`src/hdl/obms_pkg.sv`:
```
package obms_pkg;

    localparam int MEMORY_WORDS  = 4096;
    localparam int MAX_RUN_WORDS = 126;

    localparam int ADDR_W    = $clog2(MEMORY_WORDS);
    localparam int ROW_OFF_W = 4;
    localparam int ROW_BITS  = 2 ** ROW_OFF_W;
    localparam int ROW_IDX_W = (ADDR_W > ROW_OFF_W) ? (ADDR_W - ROW_OFF_W) : 1;
    localparam int MARK_ROWS = 2 ** ROW_IDX_W;

    localparam int CURSOR_W = 13;
    localparam int LEFT_W   = 7;
    localparam int WORD_W   = 12;
    localparam int ERR_W    = 16;

    localparam logic [2:0] KIND_CLEAR  = 3'd0;
    localparam logic [2:0] KIND_DEFINE = 3'd1;
    localparam logic [2:0] KIND_FETCH  = 3'd2;
    localparam logic [2:0] KIND_START  = 3'd3;
    localparam logic [2:0] KIND_STEP   = 3'd4;

    localparam logic [7:0] HDR_O = 8'h4F;
    localparam logic [7:0] HDR_B = 8'h42;
    localparam logic [7:0] HDR_J = 8'h4A;
    localparam logic [7:0] HDR_8 = 8'h38;

    localparam logic [5:0] SIX_BITS = 6'h3F;

    typedef struct packed {
        logic [2:0]  kind;
        logic [11:0] address;
        logic [11:0] word;
        logic        allow_redefine;
    } in_item_t;

    typedef struct packed {
        logic [7:0]  out_byte;
        logic        byte_valid;
        logic [11:0] read_word;
        logic        redefined_flag;
        logic [15:0] errors_so_far;
        logic        dump_done;
        logic        last;
    } out_item_t;

    typedef struct packed {
        logic              we;
        logic [ADDR_W-1:0] waddr;
        logic [WORD_W-1:0] wdata;
        logic [ADDR_W-1:0] raddr;
    } word_req_t;

    typedef struct packed {
        logic                 clr;
        logic                 we;
        logic [ROW_IDX_W-1:0] wrow;
        logic [ROW_BITS-1:0]  wbits;
        logic [ROW_IDX_W-1:0] rrow;
    } mark_req_t;

    function automatic logic [ROW_IDX_W-1:0] row_of(input logic [ADDR_W-1:0] a);
        row_of = ROW_IDX_W'(a >> ROW_OFF_W);
    endfunction

endpackage

```
`src/hdl/obms_seq.sv`:
```
module obms_seq (
    input  logic                          clk,
    input  logic                          rst_n,
    input  logic                          in_valid,
    output logic                          in_ready,
    input  obms_pkg::in_item_t            in_data,
    output logic                          out_valid,
    input  logic                          out_ready,
    output obms_pkg::out_item_t           out_data,
    input  logic                          cfg_valid,
    output logic                          cfg_ready,
    input  logic [11:0]                   cfg_data,
    output obms_pkg::word_req_t           word_req,
    input  logic [obms_pkg::WORD_W-1:0]   word_rdata,
    output obms_pkg::mark_req_t           mark_req,
    input  logic [obms_pkg::ROW_BITS-1:0] mark_rbits
);

    typedef enum logic [4:0] {
        ST_IDLE     = 5'b00001,
        ST_LOOK     = 5'b00010,
        ST_SCAN_REQ = 5'b00100,
        ST_SCAN     = 5'b01000,
        ST_EMIT     = 5'b10000
    } state_t;

    localparam int NBYTES = 6;

    state_t                           state_reg, state_next;
    obms_pkg::in_item_t               item_reg, item_next;
    logic [11:0]                      entry_reg, entry_next;
    logic [obms_pkg::ERR_W-1:0]       err_reg, err_next;
    logic [obms_pkg::CURSOR_W-1:0]    cursor_reg, cursor_next;
    logic [obms_pkg::LEFT_W-1:0]      left_reg, left_next;
    logic [obms_pkg::CURSOR_W-1:0]    scan_pos_reg, scan_pos_next;
    logic [obms_pkg::LEFT_W-1:0]      len_reg, len_next;
    logic [obms_pkg::WORD_W-1:0]      hold_reg, hold_next;
    logic [7:0]                       bytes_reg [NBYTES];
    logic [7:0]                       bytes_next [NBYTES];
    logic [2:0]                       cnt_reg, cnt_next;
    logic                             bmode_reg, bmode_next;
    logic [obms_pkg::WORD_W-1:0]      rd_reg, rd_next;
    logic                             flag_reg, flag_next;

    logic                             in_fire;
    logic                             out_fire;
    logic                             cursor_done;
    logic                             in_range;
    logic [obms_pkg::ADDR_W-1:0]      look_addr;
    logic [obms_pkg::ADDR_W-1:0]      req_addr;
    logic [obms_pkg::ROW_OFF_W-1:0]   look_off;
    logic                             mark_bit;
    logic                             def_flag;
    logic [obms_pkg::ROW_OFF_W-1:0]   scan_off;
    logic [obms_pkg::ROW_BITS-1:0]    scan_shifted;
    logic [obms_pkg::ROW_OFF_W:0]     scan_ones;
    logic [obms_pkg::ROW_OFF_W:0]     scan_span;
    logic [7:0]                       scan_sum;
    logic [obms_pkg::CURSOR_W-1:0]    scan_next_pos;
    logic                             scan_more;
    logic [obms_pkg::LEFT_W-1:0]      run_len;

    function automatic logic [obms_pkg::ROW_OFF_W:0] lead_ones(
        input logic [obms_pkg::ROW_BITS-1:0] v
    );
        logic [obms_pkg::ROW_OFF_W:0] n;
        logic                         stop;
        n    = '0;
        stop = 1'b0;
        for (int i = 0; i < obms_pkg::ROW_BITS; i++)
        begin
            if (!stop && v[i])
            begin
                n = n + 1'b1;
            end
            else
            begin
                stop = 1'b1;
            end
        end
        lead_ones = n;
    endfunction

    assign in_ready  = (state_reg == ST_IDLE);
    assign in_fire   = in_valid && in_ready;
    assign out_valid = (state_reg == ST_EMIT);
    assign out_fire  = out_valid && out_ready;
    assign cfg_ready = 1'b1;

    assign cursor_done = (cursor_reg >= obms_pkg::CURSOR_W'(obms_pkg::MEMORY_WORDS));
    assign in_range    = ({1'b0, item_reg.address} < 13'(obms_pkg::MEMORY_WORDS));

    assign look_addr = (item_reg.kind == obms_pkg::KIND_STEP)
                     ? cursor_reg[obms_pkg::ADDR_W-1:0]
                     : item_reg.address[obms_pkg::ADDR_W-1:0];
    assign look_off  = look_addr[obms_pkg::ROW_OFF_W-1:0];
    assign mark_bit  = mark_rbits[look_off];
    assign def_flag  = in_range && mark_bit && !item_reg.allow_redefine;

    // read address comes straight from the request so data is ready in look
    assign req_addr = (in_data.kind == obms_pkg::KIND_STEP)
                    ? cursor_reg[obms_pkg::ADDR_W-1:0]
                    : in_data.address[obms_pkg::ADDR_W-1:0];

    // run scan, one mark row per pass
    assign scan_off      = scan_pos_reg[obms_pkg::ROW_OFF_W-1:0];
    assign scan_shifted  = mark_rbits >> scan_off;
    assign scan_ones     = lead_ones(scan_shifted);
    assign scan_span     = (obms_pkg::ROW_OFF_W+1)'(obms_pkg::ROW_BITS) - {1'b0, scan_off};
    assign scan_sum      = {1'b0, len_reg} + 8'(scan_ones);
    assign scan_next_pos = scan_pos_reg + obms_pkg::CURSOR_W'(scan_ones);
    assign scan_more     = (scan_ones == scan_span)
                        && (scan_sum < 8'(obms_pkg::MAX_RUN_WORDS))
                        && (scan_next_pos < obms_pkg::CURSOR_W'(obms_pkg::MEMORY_WORDS));
    assign run_len       = (scan_sum > 8'(obms_pkg::MAX_RUN_WORDS))
                         ? obms_pkg::LEFT_W'(obms_pkg::MAX_RUN_WORDS)
                         : scan_sum[obms_pkg::LEFT_W-1:0];

    always_comb
    begin
        state_next    = state_reg;
        item_next     = item_reg;
        entry_next    = entry_reg;
        err_next      = err_reg;
        cursor_next   = cursor_reg;
        left_next     = left_reg;
        scan_pos_next = scan_pos_reg;
        len_next      = len_reg;
        hold_next     = hold_reg;
        bytes_next    = bytes_reg;
        cnt_next      = cnt_reg;
        bmode_next    = bmode_reg;
        rd_next       = rd_reg;
        flag_next     = flag_reg;

        word_req.we    = 1'b0;
        word_req.waddr = item_reg.address[obms_pkg::ADDR_W-1:0];
        word_req.wdata = item_reg.word;
        word_req.raddr = req_addr;

        mark_req.clr   = 1'b0;
        mark_req.we    = 1'b0;
        mark_req.wrow  = obms_pkg::row_of(item_reg.address[obms_pkg::ADDR_W-1:0]);
        mark_req.wbits = mark_rbits | (obms_pkg::ROW_BITS'(1) << look_off);
        mark_req.rrow  = obms_pkg::row_of(req_addr);

        if (cfg_valid)
        begin
            entry_next = cfg_data;
        end

        unique case (state_reg)
            ST_IDLE:
            begin
                if (in_fire)
                begin
                    item_next  = in_data;
                    state_next = ST_LOOK;
                end
            end

            ST_LOOK:
            begin
                state_next = ST_EMIT;
                cnt_next   = 3'd1;
                bmode_next = 1'b0;
                rd_next    = '0;
                flag_next  = 1'b0;
                unique case (item_reg.kind)
                    obms_pkg::KIND_CLEAR:
                    begin
                        mark_req.clr = 1'b1;
                    end

                    obms_pkg::KIND_DEFINE:
                    begin
                        if (in_range)
                        begin
                            word_req.we = 1'b1;
                            mark_req.we = 1'b1;
                        end
                        flag_next = def_flag;
                        if (def_flag && (err_reg != '1))
                        begin
                            err_next = err_reg + 1'b1;
                        end
                    end

                    obms_pkg::KIND_FETCH:
                    begin
                        if (in_range && mark_bit)
                        begin
                            rd_next = word_rdata;
                        end
                    end

                    obms_pkg::KIND_START:
                    begin
                        bytes_next[0] = obms_pkg::HDR_O;
                        bytes_next[1] = obms_pkg::HDR_B;
                        bytes_next[2] = obms_pkg::HDR_J;
                        bytes_next[3] = obms_pkg::HDR_8;
                        bytes_next[4] = {2'b00, entry_reg[11:6] & obms_pkg::SIX_BITS};
                        bytes_next[5] = {2'b00, entry_reg[5:0]};
                        cnt_next      = 3'd6;
                        bmode_next    = 1'b1;
                        cursor_next   = '0;
                        left_next     = '0;
                    end

                    obms_pkg::KIND_STEP:
                    begin
                        if (!cursor_done)
                        begin
                            if (left_reg != '0)
                            begin
                                bytes_next[0] = {2'b00, word_rdata[11:6]};
                                bytes_next[1] = {2'b00, word_rdata[5:0]};
                                cnt_next      = 3'd2;
                                bmode_next    = 1'b1;
                                left_next     = left_reg - 1'b1;
                                cursor_next   = cursor_reg + 1'b1;
                            end
                            else if (mark_bit)
                            begin
                                hold_next     = word_rdata;
                                scan_pos_next = cursor_reg;
                                len_next      = '0;
                                state_next    = ST_SCAN_REQ;
                            end
                            else
                            begin
                                cursor_next = cursor_reg + 1'b1;
                            end
                        end
                    end

                    default:
                    begin
                    end
                endcase
            end

            ST_SCAN_REQ:
            begin
                mark_req.rrow = obms_pkg::row_of(scan_pos_reg[obms_pkg::ADDR_W-1:0]);
                state_next    = ST_SCAN;
            end

            ST_SCAN:
            begin
                if (scan_more)
                begin
                    len_next      = scan_sum[obms_pkg::LEFT_W-1:0];
                    scan_pos_next = scan_next_pos;
                    state_next    = ST_SCAN_REQ;
                end
                else
                begin
                    bytes_next[0] = 8'd3 + {run_len, 1'b0};
                    bytes_next[1] = {2'b00, cursor_reg[11:6]};
                    bytes_next[2] = {2'b00, cursor_reg[5:0]};
                    bytes_next[3] = {2'b00, hold_reg[11:6]};
                    bytes_next[4] = {2'b00, hold_reg[5:0]};
                    cnt_next      = 3'd5;
                    bmode_next    = 1'b1;
                    rd_next       = '0;
                    flag_next     = 1'b0;
                    left_next     = run_len - 1'b1;
                    cursor_next   = cursor_reg + 1'b1;
                    state_next    = ST_EMIT;
                end
            end

            ST_EMIT:
            begin
                if (out_fire)
                begin
                    for (int i = 0; i < NBYTES - 1; i++)
                    begin
                        bytes_next[i] = bytes_reg[i+1];
                    end
                    bytes_next[NBYTES-1] = '0;
                    cnt_next             = cnt_reg - 1'b1;
                    if (cnt_reg == 3'd1)
                    begin
                        state_next = ST_IDLE;
                    end
                end
            end

            default:
            begin
                state_next = ST_IDLE;
            end
        endcase
    end

    always_ff @(posedge clk or negedge rst_n)
    begin
        if (!rst_n)
        begin
            state_reg  <= ST_IDLE;
            entry_reg  <= '0;
            err_reg    <= '0;
            cursor_reg <= '0;
            left_reg   <= '0;
            cnt_reg    <= '0;
        end
        else
        begin
            state_reg  <= state_next;
            entry_reg  <= entry_next;
            err_reg    <= err_next;
            cursor_reg <= cursor_next;
            left_reg   <= left_next;
            cnt_reg    <= cnt_next;
        end
    end

    always_ff @(posedge clk)
    begin
        item_reg     <= item_next;
        scan_pos_reg <= scan_pos_next;
        len_reg      <= len_next;
        hold_reg     <= hold_next;
        bytes_reg    <= bytes_next;
        bmode_reg    <= bmode_next;
        rd_reg       <= rd_next;
        flag_reg     <= flag_next;
    end

    always_comb
    begin
        out_data.out_byte       = bmode_reg ? bytes_reg[0] : 8'd0;
        out_data.byte_valid     = bmode_reg;
        out_data.read_word      = rd_reg;
        out_data.redefined_flag = flag_reg;
        out_data.errors_so_far  = err_reg;
        out_data.dump_done      = cursor_done;
        out_data.last           = (cnt_reg == 3'd1);
    end

`ifndef SYNTHESIS
    a_err_step: assert property (@(posedge clk) disable iff (!rst_n)
        1'b1 |=> (err_reg == $past(err_reg)) || (err_reg == $past(err_reg) + 16'd1))
        else $error("error count moved by more than one");

    a_last_frees: assert property (@(posedge clk) disable iff (!rst_n)
        (out_fire && out_data.last) |=> in_ready)
        else $error("block not ready after final result");

    a_clr_no_write: assert property (@(posedge clk) disable iff (!rst_n)
        mark_req.clr |-> !mark_req.we)
        else $error("mark clear and write in one cycle");

    a_block_in_memory: assert property (@(posedge clk) disable iff (!rst_n)
        (left_reg != '0) |-> !cursor_done)
        else $error("block runs past end of memory");
`endif

endmodule

```
`config.mk`:
```
export PLATFORM = sky130hd
export DESIGN_NAME = obms_seq
export DESIGN_NICKNAME = d
export VERILOG_FILES = /design/src/hdl/obms_pkg.sv /design/src/hdl/obms_seq.sv
export SDC_FILE = /design/constraint.sdc
export NUM_CORES = 1
export LEC_CHECK = 0
export BUFFER_PORTS_ARGS = -buffer_cell sky130_fd_sc_hd__buf_2
export CAP_MARGIN = 20
export CORE_MARGIN = 5
export CORE_UTILIZATION = 45
export CTS_CLUSTER_DIAMETER = 40
export DETAILED_ROUTE_END_ITERATION = 8
export PLACE_DENSITY = 0.74
export REMOVE_ABC_BUFFERS = 1
export SLEW_MARGIN = 30
export SYNTH_ARGS = -nofsm -noshare
export SYNTH_HDL_FRONTEND = slang
export SYNTH_SLANG_ARGS = --single-unit
```
`constraint.sdc`:
```
create_clock -name clk -period 16.5 [get_ports clk]
set_clock_uncertainty 0.05 [all_clocks]
set_input_delay 0.825 -clock clk [delete_from_list [all_inputs] [get_ports clk]]
set_output_delay 0.825 -clock clk [all_outputs]
set_load 0.03 [all_outputs]
```
==> metrics <==
FFs w/ async S/R, synth=32.94%; dpl ws=1.209 ns; RSZ-0062 raised after global routing=false; Reg clk slew, reported paths=0.08 ns; Seq pwr share=35.3%; # fillers=2,231; Least-Margin Pin Slew=0.9073 ns; Avg Cell Area, Syn=10.10 µm²; required time of the critical path=16.63 ns; number of flip-flops in the largest register=40; post-DP HPWL=21.90 mm; Netlist cell types=90; Worst slew margin=39.00%; part of the power in the clock network=23.7%; Mapped Cells=1,123; number of port buffers=185; FF-to-FF setup slack=1.38 ns; endpoints failing setup=0; worst hold path type=flop to flop; clk_lat worst skew=0.45 ns; P_leak=0.005353 µW; Worst path max stage delay=0.89 ns; DRC=0; Root Buffer=clkbuf_16; share of layout cells above drive strength 1=26.10%; synth warn=0; commonest non-fill, non-tap cell in the layout=buf_2; first-pass iteration count of the detailed router=6; multi-input logic area=5869 µm²; pin count of the biggest net entering global routing=57; sequential share of the synthesized area=42.53%; dpl cell area=12,290 µm²; Comb pwr share=40.9%; DR vias=9,097; Fmax achieved=66.13 MHz; switching power=698.6 µW; CTS Buffer Depth=2; most used cell, CP=ha_1; Buf/Inv on CP=4; final wirelength=29.70 mm; first-pass GRT wire length=47.02 mm; Placer Congestion=0.8811; IO Count=187; Setup TNS Final=0 ns; Die W=168.8 µm; Core Region=25,040 µm²; Die Y=168.8 µm; synthesized flop and latch total=170; number of vias per cell=5.679; nets=1,366; most frequent cells in the layout=buf_2, nand2_1, edfxtp_1; register area=4826 µm²; crit start category=flop; Worst EP arrival=15.25 ns; Max-Cap Viols=0; endpoints failing hold=0; grt ovf=0; fin. max-slew vios=0; number of synthesized flops with an enable pin=114; number of global-route vias before repair=8,792; Global Route Usage Sum=20.59%; crit path capture type=flop; design area=12,920 µm²; TritonCTS clock tree=built; outcome=complete, no violations; Slowest-stage cell, CP=edfxtp_1; Post-DRT Antenna Nets=0; H-tree lvl count=4; effective utilization at floorplan=45.32%; critical path class=flop to flop; Non-Filler Instances=1,602; cell row count=58; synth-to-layout area growth=13.86%; initial antenna violation count=0; Antenna Cells=0; post-synthesis cell area=11,350 µm²; crit path max fanout=21; Internal=1015 µW; critical path's top delay family=adder cells; Final WS setup=1.378 ns; placed cells=1,568; Power Density=132.7 nW/µm²; ys flop type=edfxtp_1; CTS sink cnt=170; clock period minus worst slack=15.12 ns; CTS Buf Count=17; VDD IR-drop max=116.7 µV; crit share post-route=91.65%; Die ar.=28,490 µm²; wire per inst=18.54 µm; DRT iter0 DRCs=815; switch share=40.76%
## final timing paths
kind	startpoint	end	cells past startpoint
worst min-delay path	err_reg[8]	err_reg[8]	1
worst max-delay path	scan_pos_reg[3]	bytes_reg[45]	64
worst max register to register	scan_pos_reg[3]	bytes_reg[45]	64
worst min register to register	err_reg[8]	err_reg[8]	1
max in group asynchronous	rst_n	cursor_reg[7]	2
min in group asynchronous	rst_n	err_reg[11]	2
## area by class of cell
class / count / area share [%]
multi-input cells: 825 / 45.43
flip-flops and latches: 170 / 37.35
repair buffers: 199 / 8.057
clock buffers: 17 / 3.293
well taps: 330 / 3.196
clock inverters: 15 / 1.336
inverters: 46 / 1.336
## per-layer routing
| layer | part of all wire [%] | vias up | wire length (µm) | GRT usage (%) |
|---|---|---|---|---|
| met5 | 0 | - | 0 | 0 |
| met4 | 2.0 | 0 | 582 | 6.034 |
| met3 | 9.4 | 43 | 2805 | 5.325 |
| met2 | 45 | 409 | 13500 | 32.17 |
| met1 | 43 | 4352 | 12810 | 28.42 |
| li1 | - | 4293 | - | - |
## synthesized netlist by cell type (7+ instances only)
cell type	count	area, µm²
nand2_1	128	480.5
edfxtp_1	114	3423
nor2_1	93	349.1
dfrtp_1	55	1376
xnor2_1	50	437.9
o21ai_0	48	240.2
and2_1	42	262.8
mux2_2	42	473.0
inv_1	41	153.9
buf_4	40	300.3
ha_1	32	400.4
a21oi_1	31	155.2
nand3_1	31	155.2
mux2i_1	28	280.3
clkbuf_1	25	93.84
xor2_1	22	192.7
a21o_1	17	127.6
nor3_1	17	85.08
and3_1	16	100.1
a22oi_1	15	112.6
nand2b_1	15	93.84
a211oi_1	12	90.09
nor2b_1	12	75.07
mux4_2	11	247.7
o21bai_1	8	60.06
o22ai_1	8	50.05
buf_1	7	26.28
nand3b_1	7	52.55
or4_1	7	52.55
## worst register-to-register path, delay by kind of cell (launching register included)
kind            cells  cell delay, ns
fa+ha+maj          13            3.89
compound gates     16            3.45
simple gates       18            2.93
mux                 9            2.08
xor+xnor            4            0.99
flops               1            0.89
buf+inv             4            0.55
## power by group through the flow
stage / sequential (µW) / clock [µW] / combinational, µW
4_1_cts: 607 / 413 / 695
6_report: 605 / 407 / 702
3_3_place_gp: 613 / 0 / 678
2_1_floorplan: 657 / 0 / 445
5_1_grt: 614 / 432 / 766
3_5_place_dp: 616 / 0 / 690
## cell families (layout without fill, tap and decap cells)
logic type / after synthesis / after routing / synth area share, %
AND/OR/NAND/NOR: 411 / 411 / 17.92
AO/OA/AOI/OAI: 209 / 209 / 13.42
flip-flops: 170 / 170 / 42.53
buffers and inverters: 128 / 277 / 5.888
multiplexers: 89 / 89 / 9.814
XOR/XNOR: 76 / 76 / 6.131
adder cells (fa/ha/maj): 38 / 38 / 4.234
other: 2 / 2 / 0.06618
## per-stage QoR
stage,hold slack [ns],total power [µW],utilization [%]
floorplan,0.4081,1103,-
global placement,0.4288,1292,49.07
detailed placement,0.4261,1305,49.09
CTS,0.4416,1715,51.48
global route,0.4621,1812,51.60
finish,0.4377,1714,51.60
## repair_timing
item | 4_1_cts | 5_1_grt
hold buffers | 0 | 0
resized for setup | 0 | 1
buffers inserted | 0 | 2
endpoints found under the setup margin | 0 | 19
Note: power is estimated with default switching activity, not from simulation.
